===== src/rtl/bld_pkg.sv =====
// Package for the debounced button LED dimmer.
// Holds command codes, register indexes and fixed-point scaling constants.
// No dependencies.
package bld_pkg;

  // Command codes carried in the input tuser field
  typedef enum logic [2:0] {
    CMD_NONE = 3'd0,
    CMD_OFF  = 3'd1,
    CMD_ON   = 3'd2,
    CMD_SET  = 3'd3,
    CMD_GET  = 3'd4
  } cmd_t;

  // Configuration register indexes
  localparam int CFG_IDX_W = 3;
  typedef enum logic [CFG_IDX_W-1:0] {
    CFG_DEBOUNCE = 3'd0,
    CFG_HOLD     = 3'd1,
    CFG_MIN      = 3'd2,
    CFG_MAX      = 3'd3,
    CFG_STEP     = 3'd4
  } cfg_idx_t;

  localparam int CFG_DATA_W = 16;

  // Percent scaling: x / 100 == (x * 5243) >> 19 for every x below 43690,
  // and pct * max_level is at most 127 * 255 = 32385.
  localparam int PCT_SCALE   = 100;
  localparam int RECIP       = 5243;
  localparam int RECIP_SHIFT = 19;
  localparam int PCT_W       = 7;
  localparam int SCALE_W     = 21;                 // holds 255 * RECIP
  localparam int PROD_W      = PCT_W + SCALE_W;    // pct * scale
  localparam int QUOT_W      = PROD_W - RECIP_SHIFT;

  localparam int TICK_W = 16;

endpackage


===== src/rtl/debounced_button_led_dimmer.sv =====
// Top level of the debounced button LED dimmer.
// Debounce, press timing, ramp, toggle and command handling in one pass.
// Depends on bld_pkg.
//
//  port group | dir | beat content (low bit first)
//  -----------+-----+-----------------------------------------------------
//  in_*       | in  | tdata: button_level[0], dim_percent[7:1]; tuser: cmd
//  out_*      | out | tdata: pwm_level[7:0], pressed[8], set_report[9],
//             |     |        get_report[10], zeros[15:11]
//  cfg_*      | in  | cfg_index selects the register, cfg_data is written
//
// One beat per clock cycle sustained while the result side is ready; each tick
// passes through an input register and then a result register, where its
// result is presented and held until taken.
// The tick's state update is one pass of adds,
// compares and a single 7 x 21 multiply for percent scaling.
// Synchronous active-low reset clears valid flags and tick state and loads
// register defaults; there is no clearing pass. A stalled result holds in the
// result register while the input register takes one more beat.
module debounced_button_led_dimmer #(
  parameter int FRAC_BITS = 8
) (
  input  logic                          clk,
  input  logic                          rst_n,
  // input channel
  input  logic                          in_tvalid,
  output logic                          in_tready,
  input  logic [7:0]                    in_tdata,   // button_level, dim_percent
  input  logic [2:0]                    in_tuser,   // cmd
  // result channel
  output logic                          out_tvalid,
  input  logic                          out_tready,
  output logic [15:0]                   out_tdata,  // pwm_level, pressed,
                                                    // set_report, get_report
  // configuration write channel
  input  logic                          cfg_valid,
  output logic                          cfg_ready,
  input  logic [bld_pkg::CFG_IDX_W-1:0] cfg_index,
  input  logic [bld_pkg::CFG_DATA_W-1:0] cfg_data
);
  import bld_pkg::*;

  localparam int LW  = 8 + FRAC_BITS;                  // level width
  localparam int LVW = ((LW > TICK_W) ? LW : TICK_W) + 2; // signed ramp sum

  // ---------------------------------------------------------------- config
  logic [TICK_W-1:0]  debounce_ticks_r;
  logic [TICK_W-1:0]  hold_ticks_r;
  logic [7:0]         min_level_r;
  logic [7:0]         max_level_r;
  logic [TICK_W-1:0]  ramp_step_r;
  logic [SCALE_W-1:0] pct_scale_r;   // max_level * RECIP, folded at write

  assign cfg_ready = 1'b1;

  always_ff @(posedge clk) begin
    if (!rst_n) begin
      debounce_ticks_r <= TICK_W'(50);
      hold_ticks_r     <= TICK_W'(500);
      min_level_r      <= 8'd0;
      max_level_r      <= 8'd255;
      ramp_step_r      <= TICK_W'(128);
      pct_scale_r      <= SCALE_W'(255 * RECIP);
    end else if (cfg_valid && cfg_ready) begin
      unique case (cfg_idx_t'(cfg_index))
        CFG_DEBOUNCE: debounce_ticks_r <= cfg_data[TICK_W-1:0];
        CFG_HOLD:     hold_ticks_r     <= cfg_data[TICK_W-1:0];
        CFG_MIN:      min_level_r      <= cfg_data[7:0];
        CFG_MAX: begin
          max_level_r <= cfg_data[7:0];
          pct_scale_r <= SCALE_W'({13'd0, cfg_data[7:0]} * SCALE_W'(RECIP));
        end
        CFG_STEP:     ramp_step_r      <= cfg_data[TICK_W-1:0];
        default: ;    // writes beyond the register list are dropped
      endcase
    end
  end

  // ------------------------------------------------------- input register
  logic             a_valid_r;
  logic             a_raw_r;
  logic [2:0]       a_cmd_r;
  logic [PCT_W-1:0] a_pct_r;
  logic             adv;         // input register moves into result register

  logic             out_valid_r;
  assign adv       = a_valid_r && (!out_valid_r || out_tready);
  assign in_tready = !a_valid_r || adv;

  always_ff @(posedge clk) begin
    if (!rst_n) begin
      a_valid_r <= 1'b0;
    end else if (in_tready) begin
      a_valid_r <= in_tvalid;
    end
  end

  always_ff @(posedge clk) begin
    if (in_tvalid && in_tready) begin
      a_raw_r <= in_tdata[0];
      a_pct_r <= in_tdata[7:1];
      a_cmd_r <= in_tuser;
    end
  end

  // ----------------------------------------------------------- tick state
  logic              raw_prev_r,     raw_prev_nxt;
  logic              stable_level_r, stable_level_nxt;
  logic [TICK_W-1:0] stable_ticks_r, stable_ticks_nxt;
  logic [TICK_W-1:0] hold_count_r,   hold_count_nxt;
  logic              ramping_r,      ramping_nxt;
  logic              ramp_down_r,    ramp_down_nxt;
  logic [LW-1:0]     level_q_r,      level_q_nxt;
  logic [LW-1:0]     saved_level_q_r, saved_level_q_nxt;
  logic              set_rep, get_rep;

  // percent scaling: pct * max_level / 100, clamped to max_level
  logic [PROD_W-1:0] pct_prod;
  logic [QUOT_W-1:0] pct_quot;
  logic [7:0]        pct_level;

  assign pct_prod = {{SCALE_W{1'b0}}, a_pct_r} * {{PCT_W{1'b0}}, pct_scale_r};
  assign pct_quot = pct_prod[PROD_W-1:RECIP_SHIFT];
  assign pct_level = (pct_quot > QUOT_W'(max_level_r)) ? max_level_r
                                                       : pct_quot[7:0];

  logic [LW-1:0]         level_cmd;
  logic [LW-1:0]         level_ramp;
  logic [TICK_W-1:0]     st_inc;
  logic                  rise, fall;
  logic signed [LVW-1:0] lv_base, lv_step, lv_sum, lv_min, lv_max, lv_clamp;
  logic                  lv_down;

  always_comb begin
    get_rep   = 1'b0;
    set_rep   = 1'b0;
    level_cmd = level_q_r;

    // apply the command first
    unique case (cmd_t'(a_cmd_r))
      CMD_OFF:  level_cmd = '0;
      CMD_ON:   level_cmd = {max_level_r, {FRAC_BITS{1'b0}}};
      CMD_SET:  level_cmd = {pct_level, {FRAC_BITS{1'b0}}};
      CMD_GET:  get_rep   = 1'b1;
      default: ;   // none, and unused codes
    endcase

    // debounce the raw level
    rise             = 1'b0;
    fall             = 1'b0;
    stable_level_nxt = stable_level_r;
    st_inc = (stable_ticks_r == '1) ? stable_ticks_r : stable_ticks_r + 1'b1;
    if (a_raw_r != raw_prev_r) begin
      stable_ticks_nxt = '0;
    end else begin
      stable_ticks_nxt = st_inc;
      if (st_inc > debounce_ticks_r) begin
        rise             = a_raw_r && !stable_level_r;
        fall             = !a_raw_r && stable_level_r;
        stable_level_nxt = a_raw_r;
      end
    end
    raw_prev_nxt = a_raw_r;

    // press timing
    if (rise) begin
      hold_count_nxt = '0;
    end else begin
      hold_count_nxt = (hold_count_r == '1) ? hold_count_r : hold_count_r + 1'b1;
    end

    // ramp: min clamp first, then max clamp
    lv_base = $signed(LVW'(level_cmd));
    lv_step = $signed(LVW'(ramp_step_r));
    lv_min  = $signed(LVW'({min_level_r, {FRAC_BITS{1'b0}}}));
    lv_max  = $signed(LVW'({max_level_r, {FRAC_BITS{1'b0}}}));
    lv_sum  = ramp_down_r ? (lv_base - lv_step) : (lv_base + lv_step);
    lv_clamp = lv_sum;
    lv_down  = ramp_down_r;
    if (lv_clamp <= lv_min) begin
      lv_clamp = lv_min;
      lv_down  = 1'b0;
    end
    if (lv_clamp >= lv_max) begin
      lv_clamp = lv_max;
      lv_down  = 1'b1;
    end

    ramping_nxt   = ramping_r;
    ramp_down_nxt = ramp_down_r;
    level_ramp    = level_cmd;
    if (stable_level_nxt && (hold_count_nxt > hold_ticks_r)) begin
      if (!ramping_r) begin
        ramping_nxt = 1'b1;            // first hold tick: enter ramp only
      end else if (ramp_step_r != '0) begin
        level_ramp    = lv_clamp[LW-1:0];
        ramp_down_nxt = lv_down;
        set_rep       = 1'b1;
      end
    end

    // release: a short press toggles between off and the saved level
    level_q_nxt       = level_ramp;
    saved_level_q_nxt = saved_level_q_r;
    if (fall) begin
      ramping_nxt = 1'b0;
      if (hold_count_nxt < hold_ticks_r) begin
        if (level_ramp != '0) begin
          saved_level_q_nxt = level_ramp;
          level_q_nxt       = '0;
        end else begin
          level_q_nxt = saved_level_q_r;
        end
        set_rep = 1'b1;
      end
    end
  end

  always_ff @(posedge clk) begin
    if (!rst_n) begin
      raw_prev_r      <= 1'b0;
      stable_level_r  <= 1'b0;
      stable_ticks_r  <= '0;
      hold_count_r    <= '0;
      ramping_r       <= 1'b0;
      ramp_down_r     <= 1'b0;
      level_q_r       <= '0;
      saved_level_q_r <= '0;
    end else if (adv) begin
      raw_prev_r      <= raw_prev_nxt;
      stable_level_r  <= stable_level_nxt;
      stable_ticks_r  <= stable_ticks_nxt;
      hold_count_r    <= hold_count_nxt;
      ramping_r       <= ramping_nxt;
      ramp_down_r     <= ramp_down_nxt;
      level_q_r       <= level_q_nxt;
      saved_level_q_r <= saved_level_q_nxt;
    end
  end

  // ------------------------------------------------------ result register
  logic [7:0] out_pwm_r;
  logic       out_pressed_r;
  logic       out_set_r;
  logic       out_get_r;

  always_ff @(posedge clk) begin
    if (!rst_n) begin
      out_valid_r <= 1'b0;
    end else if (adv) begin
      out_valid_r <= 1'b1;
    end else if (out_tready) begin
      out_valid_r <= 1'b0;
    end
  end

  always_ff @(posedge clk) begin
    if (adv) begin
      out_pwm_r     <= level_q_nxt[LW-1:FRAC_BITS];
      out_pressed_r <= stable_level_nxt;
      out_set_r     <= set_rep;
      out_get_r     <= get_rep;
    end
  end

  assign out_tvalid = out_valid_r;
  assign out_tdata  = {5'd0, out_get_r, out_set_r, out_pressed_r, out_pwm_r};

  // ----------------------------------------------------------- assertions
  // a full input register never leaves while the result is stalled
  a_hold_input: assert property (@(posedge clk) disable iff (!rst_n)
    (a_valid_r && !adv) |=> a_valid_r)
    else $error("input register dropped a beat");

  // no new beat while both stages are full and the result is stalled
  a_no_overrun: assert property (@(posedge clk) disable iff (!rst_n)
    (a_valid_r && out_valid_r && !out_tready) |-> !in_tready)
    else $error("beat accepted with both stages full");

  // pressed flag matches the debounced state it was taken from
  a_pressed_track: assert property (@(posedge clk) disable iff (!rst_n)
    adv |=> (out_pressed_r == stable_level_r))
    else $error("pressed flag out of step with debounce state");

  // get_report follows the report command of the same tick
  a_get_report: assert property (@(posedge clk) disable iff (!rst_n)
    adv |=> (out_get_r == ($past(a_cmd_r) == CMD_GET)))
    else $error("get_report does not match command");

endmodule


===== config.mk =====
export PLATFORM = sky130hd
export DESIGN_NAME = debounced_button_led_dimmer
export DESIGN_NICKNAME = d
export VERILOG_FILES = /design/src/rtl/bld_pkg.sv /design/src/rtl/debounced_button_led_dimmer.sv
export SDC_FILE = /design/constraint.sdc
export NUM_CORES = 1
export LEC_CHECK = 0
export CAP_MARGIN = 25
export CORE_MARGIN = 2
export CORE_UTILIZATION = 25
export CTS_CLUSTER_DIAMETER = 120
export DETAILED_ROUTE_END_ITERATION = 7
export DONT_BUFFER_PORTS = 1
export GPL_ROUTABILITY_DRIVEN = 1
export PLACE_DENSITY_LB_ADDON = 0.25
export SETUP_SLACK_MARGIN = 0.15
export SLEW_MARGIN = 20
export SYNTH_ARGS = -nofsm -noshare
export SYNTH_HDL_FRONTEND = slang
export SYNTH_SLANG_ARGS = --single-unit

===== constraint.sdc =====
create_clock -name clk -period 31.3 [get_ports clk]
set_input_delay 1.565 -clock clk [delete_from_list [all_inputs] [get_ports clk]]
set_output_delay 1.565 -clock clk [all_outputs]
set_load 0.02 [all_outputs]

==> run metrics, run 1 <==
most common cell after layout, fill and taps aside=nand2_1; clock buffer depth=2; DIE WIDTH=267 µm; nets@finish=2378; Worst-Margin Slew=1.02 ns; EDFF count, synth=22; Post-CTS Setup Inserts=0; Final Util=between 20 and 30%; synthesized flop and latch total=~180; CP arrival=15.04 ns; Comb pwr share=48.0%; critical path class=flop to flop; initial antenna violation count=2; worst hold start=hold_ticks_r[14]; Die Area=between 70000 and 80000 µm²; first-pass GRT wire length=approximately 78000 µm; # DRC=0; dpl hpwl=38200 µm; worst r2r src=a_pct_r[6]; r2r worst-path depth=a little under 50; Distinct cells, synth=a little under 90; FF-to-FF End=level_q_r[15]; CP max stage delay=slightly above 0.8 ns; Vias=14.3k; Pint=0.000556 W; post-synthesis cell count=roughly 2.1k; vias in the first global route=around 14k; FMAX=0.0683 GHz; Worst Path Max Fanout=21; drt pass-1 iters=6; CTS tree=built; largest net degree at the start of global routing=91; status=finished clean; final RePlAce weighted congestion=approximately 0.86; area of the mapped netlist=between 15000 and 20000 µm²; Clk pin slew, worst setup/hold paths=0.07 ns; Avg Cell Area, Syn=8.17 µm²; LEAKAGE=8.13 nW; sequential area share after synthesis=21.7%; Core Box Area=just under 70000 µm²; Crit path required time=31.71 ns; wire per inst=16.7 µm; Clk network pwr share=between 20% and 30%; most frequent cells in the layout=nand2_1 (295), inv_1 (234), ha_1 (190); NetSw=about 0.00038 W; maximum vdd drop=0.0472 mV; drt initial violations=between 700 and 800; sequential fraction of design power=between 20% and 30%; hold_buf cts=0; post-route insts no fill=about 3k; Tcrit/Tclk final=46.8%; Fin Hold WS=0.454 ns; pre-CTS WS=about 17 ns; RSZ-0062 raised after global routing=false; Pwr Density=50.4 nW/µm²; DR vias/cell=roughly 4.9; post-route minimum period=14.63 ns; # resized after CTS=0; r2r setup slk=16.67 ns; Setup TNS=0 ns; Slew Limit Fails=0; crit-path most repeated cell=ha_1; Buffers on Ports=0; Final setup viols=0; Switching Fraction=40.6%; skew final=0.0103 ns; number of I/O pins=54; Initial Util=25.2%; drt total wl=around 49000 µm; clk sinks=176; CTS Buf Count=17; startpoint types=flop; synth warn=0; critical path's slowest cell=and3_1; relative max-transition margin=about a third; CP endpoint kind=flop; global route overflow=0; GRT Overall Usage=14.1%; max cap viols=0; # H-tree levels=4; Hold Path Class=flop to flop; num rows=96; WHS Path Cells=2; Inst Count DP=2896; Hold Crit Endpoint=hold_ticks_r[14]; ANT cells=0; Layout area overhead=7.70%; post-route setup slack=around 17 ns; FFs w/ async S/R, synth=0%; Clk Latency, worst-skew pair=0.49 ns; Die Height=267 µm; final count of hold timing violations=0; clk root buf=clkbuf_16; antenna-violating nets left=0; share of cells above drive strength 1=4.15%; ys flop type=dfxtp_1
[registers in the layout, indices dropped and copies added, names as in the netlist]
register / cells
ramp_down_r: 1
raw_prev_r: 1
max_level_r: 8
out_set_r: 1
a_cmd_r: 3
hold_ticks_r: 16
out_pwm_r: 8
saved_level_q_r: 16
ramp_step_r: 16
hold_count_r: 16
stable_ticks_r: 16
debounce_ticks_r: 16
level_q_r: 16
out_get_r: 1
out_pressed_r: 1
ramping_r: 1
a_valid_r: 1
stable_level_r: 1
out_tvalid: 1
a_pct_r: 7
pct_scale_r: 20
min_level_r: 8
a_raw_r: 1
[stage by stage]
step	power [W]	instance area, µm²
2_1_floorplan	0.000602	17200
3_3_place_gp	0.000698	17900
3_5_place_dp	0.000704	17900
4_1_cts	0.000945	18500
5_1_grt	0.00102	18600
6_report	0.000935	18600
[cells by family after synthesis]
group,synth area share [%]
compound gates,18.2
xor+xnor,2.75
fa+ha+maj,27.6
buf+inv,8.08
flops,21.7
mux,0.479
other cells,0.0436
simple gates,21.1
[synthesized netlist by cell type (17+ instances only)]
master,n,area share (%)
edfxtp_1,22,3.8
inv_1,235,5.1
clkbuf_1,79,1.7
ha_1,190,14
a22oi_1,18,0.78
and2_1,113,4.1
xor2_1,24,1.2
nor3_1,35,1.0
fa_1,119,14
nand3_1,42,1.2
a21o_1,23,1.0
nor2b_1,20,0.73
a211oi_1,23,1.0
o211ai_1,34,1.5
nand4_1,25,0.91
dfxtp_1,154,18
nor2_1,136,3.0
nand2_1,295,6.4
o21ai_0,58,1.7
a31oi_1,17,0.62
a21oi_1,164,4.8
xnor2_1,30,1.5
[per-layer routing]
| metal | GRT usage [%] | part of all wire (%) |
|---|---|---|
| met5 | 0 | 0.037 |
| met4 | 4.02 | 1.5 |
| met3 | 2.75 | 4.7 |
| met2 | 24.3 | 48 |
| met1 | 17.6 | 45 |
[power groups by stage]
stage	clock [W]	sequential, W	combinational [W]
after floorplan	0	0.000247	0.000355
after global placement	0	0.000256	0.000442
after detailed placement	0	0.000256	0.000448
after CTS	0.000242	0.000251	0.000453
after global routing	0.000250	0.000252	0.000516
final	0.000235	0.000251	0.000449
[area by class of cell]
type / instances / area [µm²]
clock buffers: 22 / 484
well taps: 882 / 1100
repair buffers: 10 / 72.6
flip-flops and latches: 176 / 3740
multi-input cells: 1592 / 12100
inverters: 237 / 891
fillers: 7381 / 49900
clock inverters: 10 / 148
[worst max-delay path: cells and delay by family (launching register included)]
kind | cells | cell delay, ns
AOI/OAI and AO/OA | 26 | 6.53
DFF | 1 | 0.68
and+or+nand+nor | 9 | 2.96
adders and majority gates | 9 | 3.72
buffers and inverters | 3 | 0.28
xor gates and xnor gates | 2 | 0.41
[worst max-delay path by stage]
| stage | startpoint | endpoint | cells past startpoint |
|---|---|---|---|
| final | a_pct_r[6] | level_q_r[15] | 49 |
| after global routing | a_pct_r[5] | level_q_r[3] | 49 |
| after CTS | a_pct_r[5] | level_q_r[1] | 49 |
| after detailed placement | a_pct_r[5] | level_q_r[3] | 49 |
| after global placement | a_pct_r[6] | level_q_r[8] | 49 |
| after floorplan | a_pct_r[6] | out_pwm_r[0] | 58 |
No activity file was read; power rests on OpenSTA's default activity.
==> run 2, diff against run 1 <==
ABC_AREA = 1   (was not set)
clock period = 14 ns   (was 31.3 ns; I/O delays follow)
==> run 2 against run 1 <==
Core utilization grew 0.41 points. Cell count grew 17%. Via count grew 7.0%. Sequential power grew 120%. Combinational power grew 110%. Fmax grew 15%. First-iteration DRC count grew 21%. Synthesized area grew 3.5%. Die area grew 3.4%. Setup slack lost 15 ns.
==> run metrics, run 2 <==
leading area contributor after synthesis=dfxtp_1; Final Util=27.5%; Tcrit/Tclk final=90.6%; largest net degree at the start of global routing=99; area of the mapped netlist=17800 µm²; top-count cell post-synth=nand2_1; number of I/O pins=54; Vias=about 15k; max reg flops=20; most frequent cells in the layout=nand2_1 (566), inv_1 (503), a21oi_1 (214); met1 Track Usage GR=between 10% and 20%; Fill cells=7791; Inst Count DP=3375; register area=3740 µm²; sequential fraction of design power=27.5%; most common cell after layout, fill and taps aside=nand2_1; startpoint types=flop; FMAX=around 0.08 GHz; final RePlAce weighted congestion=0.931; Pint=0.00113 W; NetSw=0.000882 W; largest register by flop count=pct_scale_r; Slew Limit Fails=0; critical path's slowest cell=fa_1; critical path class=flop to flop; Distinct cells, synth=57; clock buffer depth=2; most frequent cells after synthesis=nand2_1 (566), inv_1 (504), a21oi_1 (214), ha_1 (190), o21ai_0 (158); post-route insts no fill=3421; top post-synthesis cells by area=dfxtp_1 (17%), fa_1 (13%), ha_1 (13%); first-pass GRT wire length=around 84000 µm; Switching Fraction=43.8%; FFs w/ async S/R, synth=0%; Buffers on Ports=0; sequential area share after synthesis=between 20% and 30%; initial antenna violation count=0; crit-path most repeated cell=nand2_1; synth warn=0; synthesized flop and latch total=around 180; hold_buf cts=0; M3 GR Usage=~2.3%; CTS Buf Count=17; global route overflow=0; Worst-Margin Slew=between 0.8 and 0.9 ns; relative max-transition margin=40.3%; post-synthesis cell count=2530; CP arrival=about 13 ns; Clk network pwr share=24.6%; clk sinks=176; Clk pin slew, worst setup/hold paths=0.09 ns; drt total wl=between 50000 and 60000 µm; # H-tree levels=4; dpl hpwl=41100 µm; Hold Path Class=primary input to flop; Pwr Density=about 100 nW/µm²; share of cells above drive strength 1=4.52%; max cap viols=0; skew final=0.0277 ns; Core Box Area=70300 µm²; Layout area overhead=8.46%; Die Height=271 µm; drt initial violations=910; post-route setup slack=between 1 and 1.5 ns; Fin Hold WS=0.301 ns; area occupied by multi-input gates=11700 µm²; clk root buf=clkbuf_16; CTS tree=built; drt pass-1 iters=5; maximum vdd drop=0.0538 mV; DIE WIDTH=~270 µm; wire per inst=15.6 µm; GRT Overall Usage=14.5%; grt met2 use=between 20% and 30%; Initial Util=25.4%; LEAKAGE=9.96 nW; Worst Path Max Fanout=19; # DRC=0; Die Area=73500 µm²; Clk Latency, worst-skew pair=0.49 ns; antenna-violating nets left=0; EDFF count, synth=22; ys flop type=dfxtp_1; grt peak-use layer=met2; Crit path required time=14.33 ns; nets@finish=2811; CP endpoint kind=flop; post-route minimum period=12.69 ns; Setup TNS=0 ns; final count of hold timing violations=0; status=finished clean; pre-CTS WS=0.732 ns; Final setup viols=0; Comb pwr share=47.9%; Avg Cell Area, Syn=7.05 µm²; vias in the first global route=15.0k; top cell type's share of synthesized area=17.3%; DR vias/cell=roughly 4.5; RSZ-0062 raised after global routing=false; num rows=just under 100; CP max stage delay=0.53 ns
-- run 2: cells by family (layout without fill, tap and decap cells) --
group,after synthesis,after routing,share of synthesized area [%]
buffers and inverters,619,565,13.7
flip-flops,176,176,21.0
other,2,7,0.0421
AO/OA/AOI/OAI,477,477,14.8
XOR/XNOR,44,44,2.16
AND/OR/NAND/NOR,903,903,21.6
adder cells (fa/ha/maj),309,309,26.7
-- run 2: layout make-up --
type                            instances  share of cell area [%]
Sequential cell                       176                    19.4
Timing Repair Buffer                   23                    1.27
Inverter                              510                    9.91
Clock buffer                           18                    2.27
Clock inverter                         14                   0.751
Tap cell                              940                    6.08
Antenna cell                            1                  0.0129
Multi-Input combinational cell       1739                    60.3
-- run 2: worst paths after layout --
path	startpoint	end	slack [ns]	depth (start not counted)
worst max-delay path	a_pct_r[6]	saved_level_q_r[14]	1.31	70
worst min-delay path	in_tuser[0]	a_cmd_r[0]	0.30	0
worst max register to register	a_pct_r[6]	saved_level_q_r[14]	1.31	70
worst min register to register	hold_ticks_r[10]	hold_ticks_r[10]	0.46	2
-- run 2: routing by layer --
layer	vias up	share of wire (%)
li1	7871	-
met1	7120	48
met2	251	46
met3	47	4.2
met4	0	2.1
met5	-	0
-- run 2: timing repair --
| item | 4_1_cts | 5_1_grt |
|---|---|---|
| gates resized for setup | 0 | 4 |
| buffers inserted | 0 | 13 |
| endpoints found under the setup margin | 0 | 40 |
-- run 2: worst max-delay path: cells and delay by family (launching register included) --
kind	cells	cell delay, ns
xor gates and xnor gates	2	0.39
DFF	1	0.45
AOI/OAI and AO/OA	10	1.89
and+or+nand+nor	36	5.08
buffers and inverters	13	1.07
adders and majority gates	9	3.61
-- run 2: power groups by stage --
stage                     registers, W  logic, W  clock network [W]
after floorplan               0.000552  0.000748                  0
after global placement        0.000572  0.000961                  0
after detailed placement      0.000572  0.000957                  0
after CTS                     0.000560  0.000965           0.000516
after global routing          0.000556   0.00113           0.000532
final                         0.000553  0.000964           0.000495
-- run 2: metrics by stage --
step | area, µm² | power (W)
after floorplan | 17800 | 0.00130
after global placement | 18600 | 0.00153
after detailed placement | 18600 | 0.00153
after CTS | 19200 | 0.00204
after global routing | 19300 | 0.00221
final | 19300 | 0.00201
==> run 3, diff against run 2 <==
CAP_MARGIN = 20   (was 25)
PLACE_DENSITY = 0.42   (was not set)
PLACE_DENSITY_LB_ADDON = not set   (was 0.25)
==> run 3 against run 2 <==
Design area grew 0.23%. Clock power grew 6.3%. Via count grew 1.4%. Total power grew 2.0%. Core utilization grew 0.062 points. Sequential cell count is the same. Hold slack gained 0.0013 ns. Largest cell class unchanged.
==> run metrics, run 3 (synthesized netlist as in run 2, its figures left out) <==
drt total wl=54400 µm; CTS Buf Count=17; Tcrit/Tclk final=90.7%; # DRC=0; CP arrival=13.05 ns; Initial Util=25.4%; Final setup viols=0; Hold Path Class=primary input to flop; Fill cells=7745; dpl hpwl=42100 µm; critical path class=flop to flop; # H-tree levels=4; max reg flops=20; hold_buf cts=0; Fin Hold WS=0.302 ns; relative max-transition margin=39.6%; maximum vdd drop=0.0883 mV; antenna-violating nets left=0; clock buffer depth=2; critical path's top delay family=simple AND/OR/NAND/NOR gates; Crit path required time=14.35 ns; DIE WIDTH=271 µm; Pwr Density=roughly 110 nW/µm²; Layout area overhead=8.71%; Pwr Total=0.00205 W; first-pass GRT wire length=roughly 87000 µm; largest net degree at the start of global routing=99; wire per inst=15.9 µm; Setup TNS=0 ns; Worst Path Max Fanout=19; RSZ-0062 raised after global routing=false; Buffers on Ports=0; GRT Overall Usage=14.9%; Clk Latency, worst-skew pair=0.49 ns; final count of hold timing violations=0; share of cells above drive strength 1=4.74%; num rows=97; CP endpoint kind=flop; Core Box Area=70300 µm²; final RePlAce weighted congestion=~0.9; LEAKAGE=around 10 nW; Clk pin slew, worst setup/hold paths=0.08 ns; clk sinks=176; startpoint types=flop; critical path's slowest cell=edfxtp_1; FMAX=0.0787 GHz; Vias=about 16k; global route overflow=0; initial antenna violation count=1; max cap viols=0; Die Area=73500 µm²; ANT cells=0; crit-path most repeated cell=nand2_1; Worst-Margin Slew=about 0.9 ns; DR vias/cell=4.52; post-route minimum period=12.70 ns; most frequent cells in the layout=nand2_1 (566), inv_1 (503), a21oi_1 (214); clk root buf=clkbuf_16; vias in the first global route=~16k; largest register by flop count=pct_scale_r; nets@finish=approximately 2.8k; drt pass-1 iters=5; most common cell after layout, fill and taps aside=nand2_1; Die Height=271 µm; drt initial violations=883; Slew Limit Fails=0; CTS tree=built; status=finished clean; CP max stage delay=about 0.63 ns; number of I/O pins=54; crit path buf inv count=10; skew final=0.0215 ns
run 3: changes by cell type in the layout (fill, tap and decap cells not counted):
cell and delta:
nor4_1 +1, nor4_2 -1, bufinv_16 +2, buf_4 +10, diode_2 -1, inv_6 -2
buf_12 -4, nor2_1 -1, clkinv_8 +1, clkinvlp_4 -1, clkinv_1 +1, o21ai_0 -1
o21ai_1 +1, nor2_2 +1
run 3: cell type report:
| type | instances | area, µm² | area share (%) |
|---|---|---|---|
| tap | 940 | 1180 | 6.07 |
| clock buffer | 17 | 425 | 2.19 |
| sequential | 176 | 3740 | 19.3 |
| timing repair buffer | 30 | 254 | 1.31 |
| clock inverter | 15 | 200 | 1.03 |
| multi-input combinational | 1739 | 11700 | 60.2 |
| inverter | 510 | 1920 | 9.89 |
run 3: stage by stage:
stage / std cells / worst slack, ns / area (µm²) / util [%]
3_5_place_dp: 3376 / 0.594 / 18600 / 26.4
2_1_floorplan: 2534 / 2.95 / 17800 / -
4_1_cts: 3408 / 0.522 / 19200 / 27.3
6_report: 3427 / 1.30 / 19400 / 27.6
5_1_grt: 3427 / 0.132 / 19400 / 27.6
3_3_place_gp: 3375 / 0.919 / 18600 / 26.4
run 3: per-layer routing:
metal	part of all wire (%)	wire, µm	GRT usage [%]
met1	49	26500	20.2
met2	45	24600	24.3
met3	4.1	2210	2.62
met4	2.0	1080	3.82
met5	0.031	17	0
run 3: worst paths after layout:
| kind | startpoint | endpoint | slack, ns | cells after the start |
|---|---|---|---|---|
| setup / recovery | a_pct_r[3] | saved_level_q_r[9] | 1.30 | 66 |
| hold / removal | in_tdata[0] | a_raw_r | 0.30 | 0 |
| setup reg to reg | a_pct_r[3] | saved_level_q_r[9] | 1.30 | 66 |
| hold reg to reg | hold_ticks_r[15] | hold_ticks_r[15] | 0.46 | 2 |
run 3: report_power, final:
part	internal [W]	switching, W
logic	0.000359	0.000614
registers	0.000531	0.0000229
clock network	0.000273	0.000253
run 3: repair_timing:
item	CTS	global route
endpoints found under the setup margin	0	40
endpoints found under the hold margin	0	0
setup buffers	0	19
resized for setup	0	4
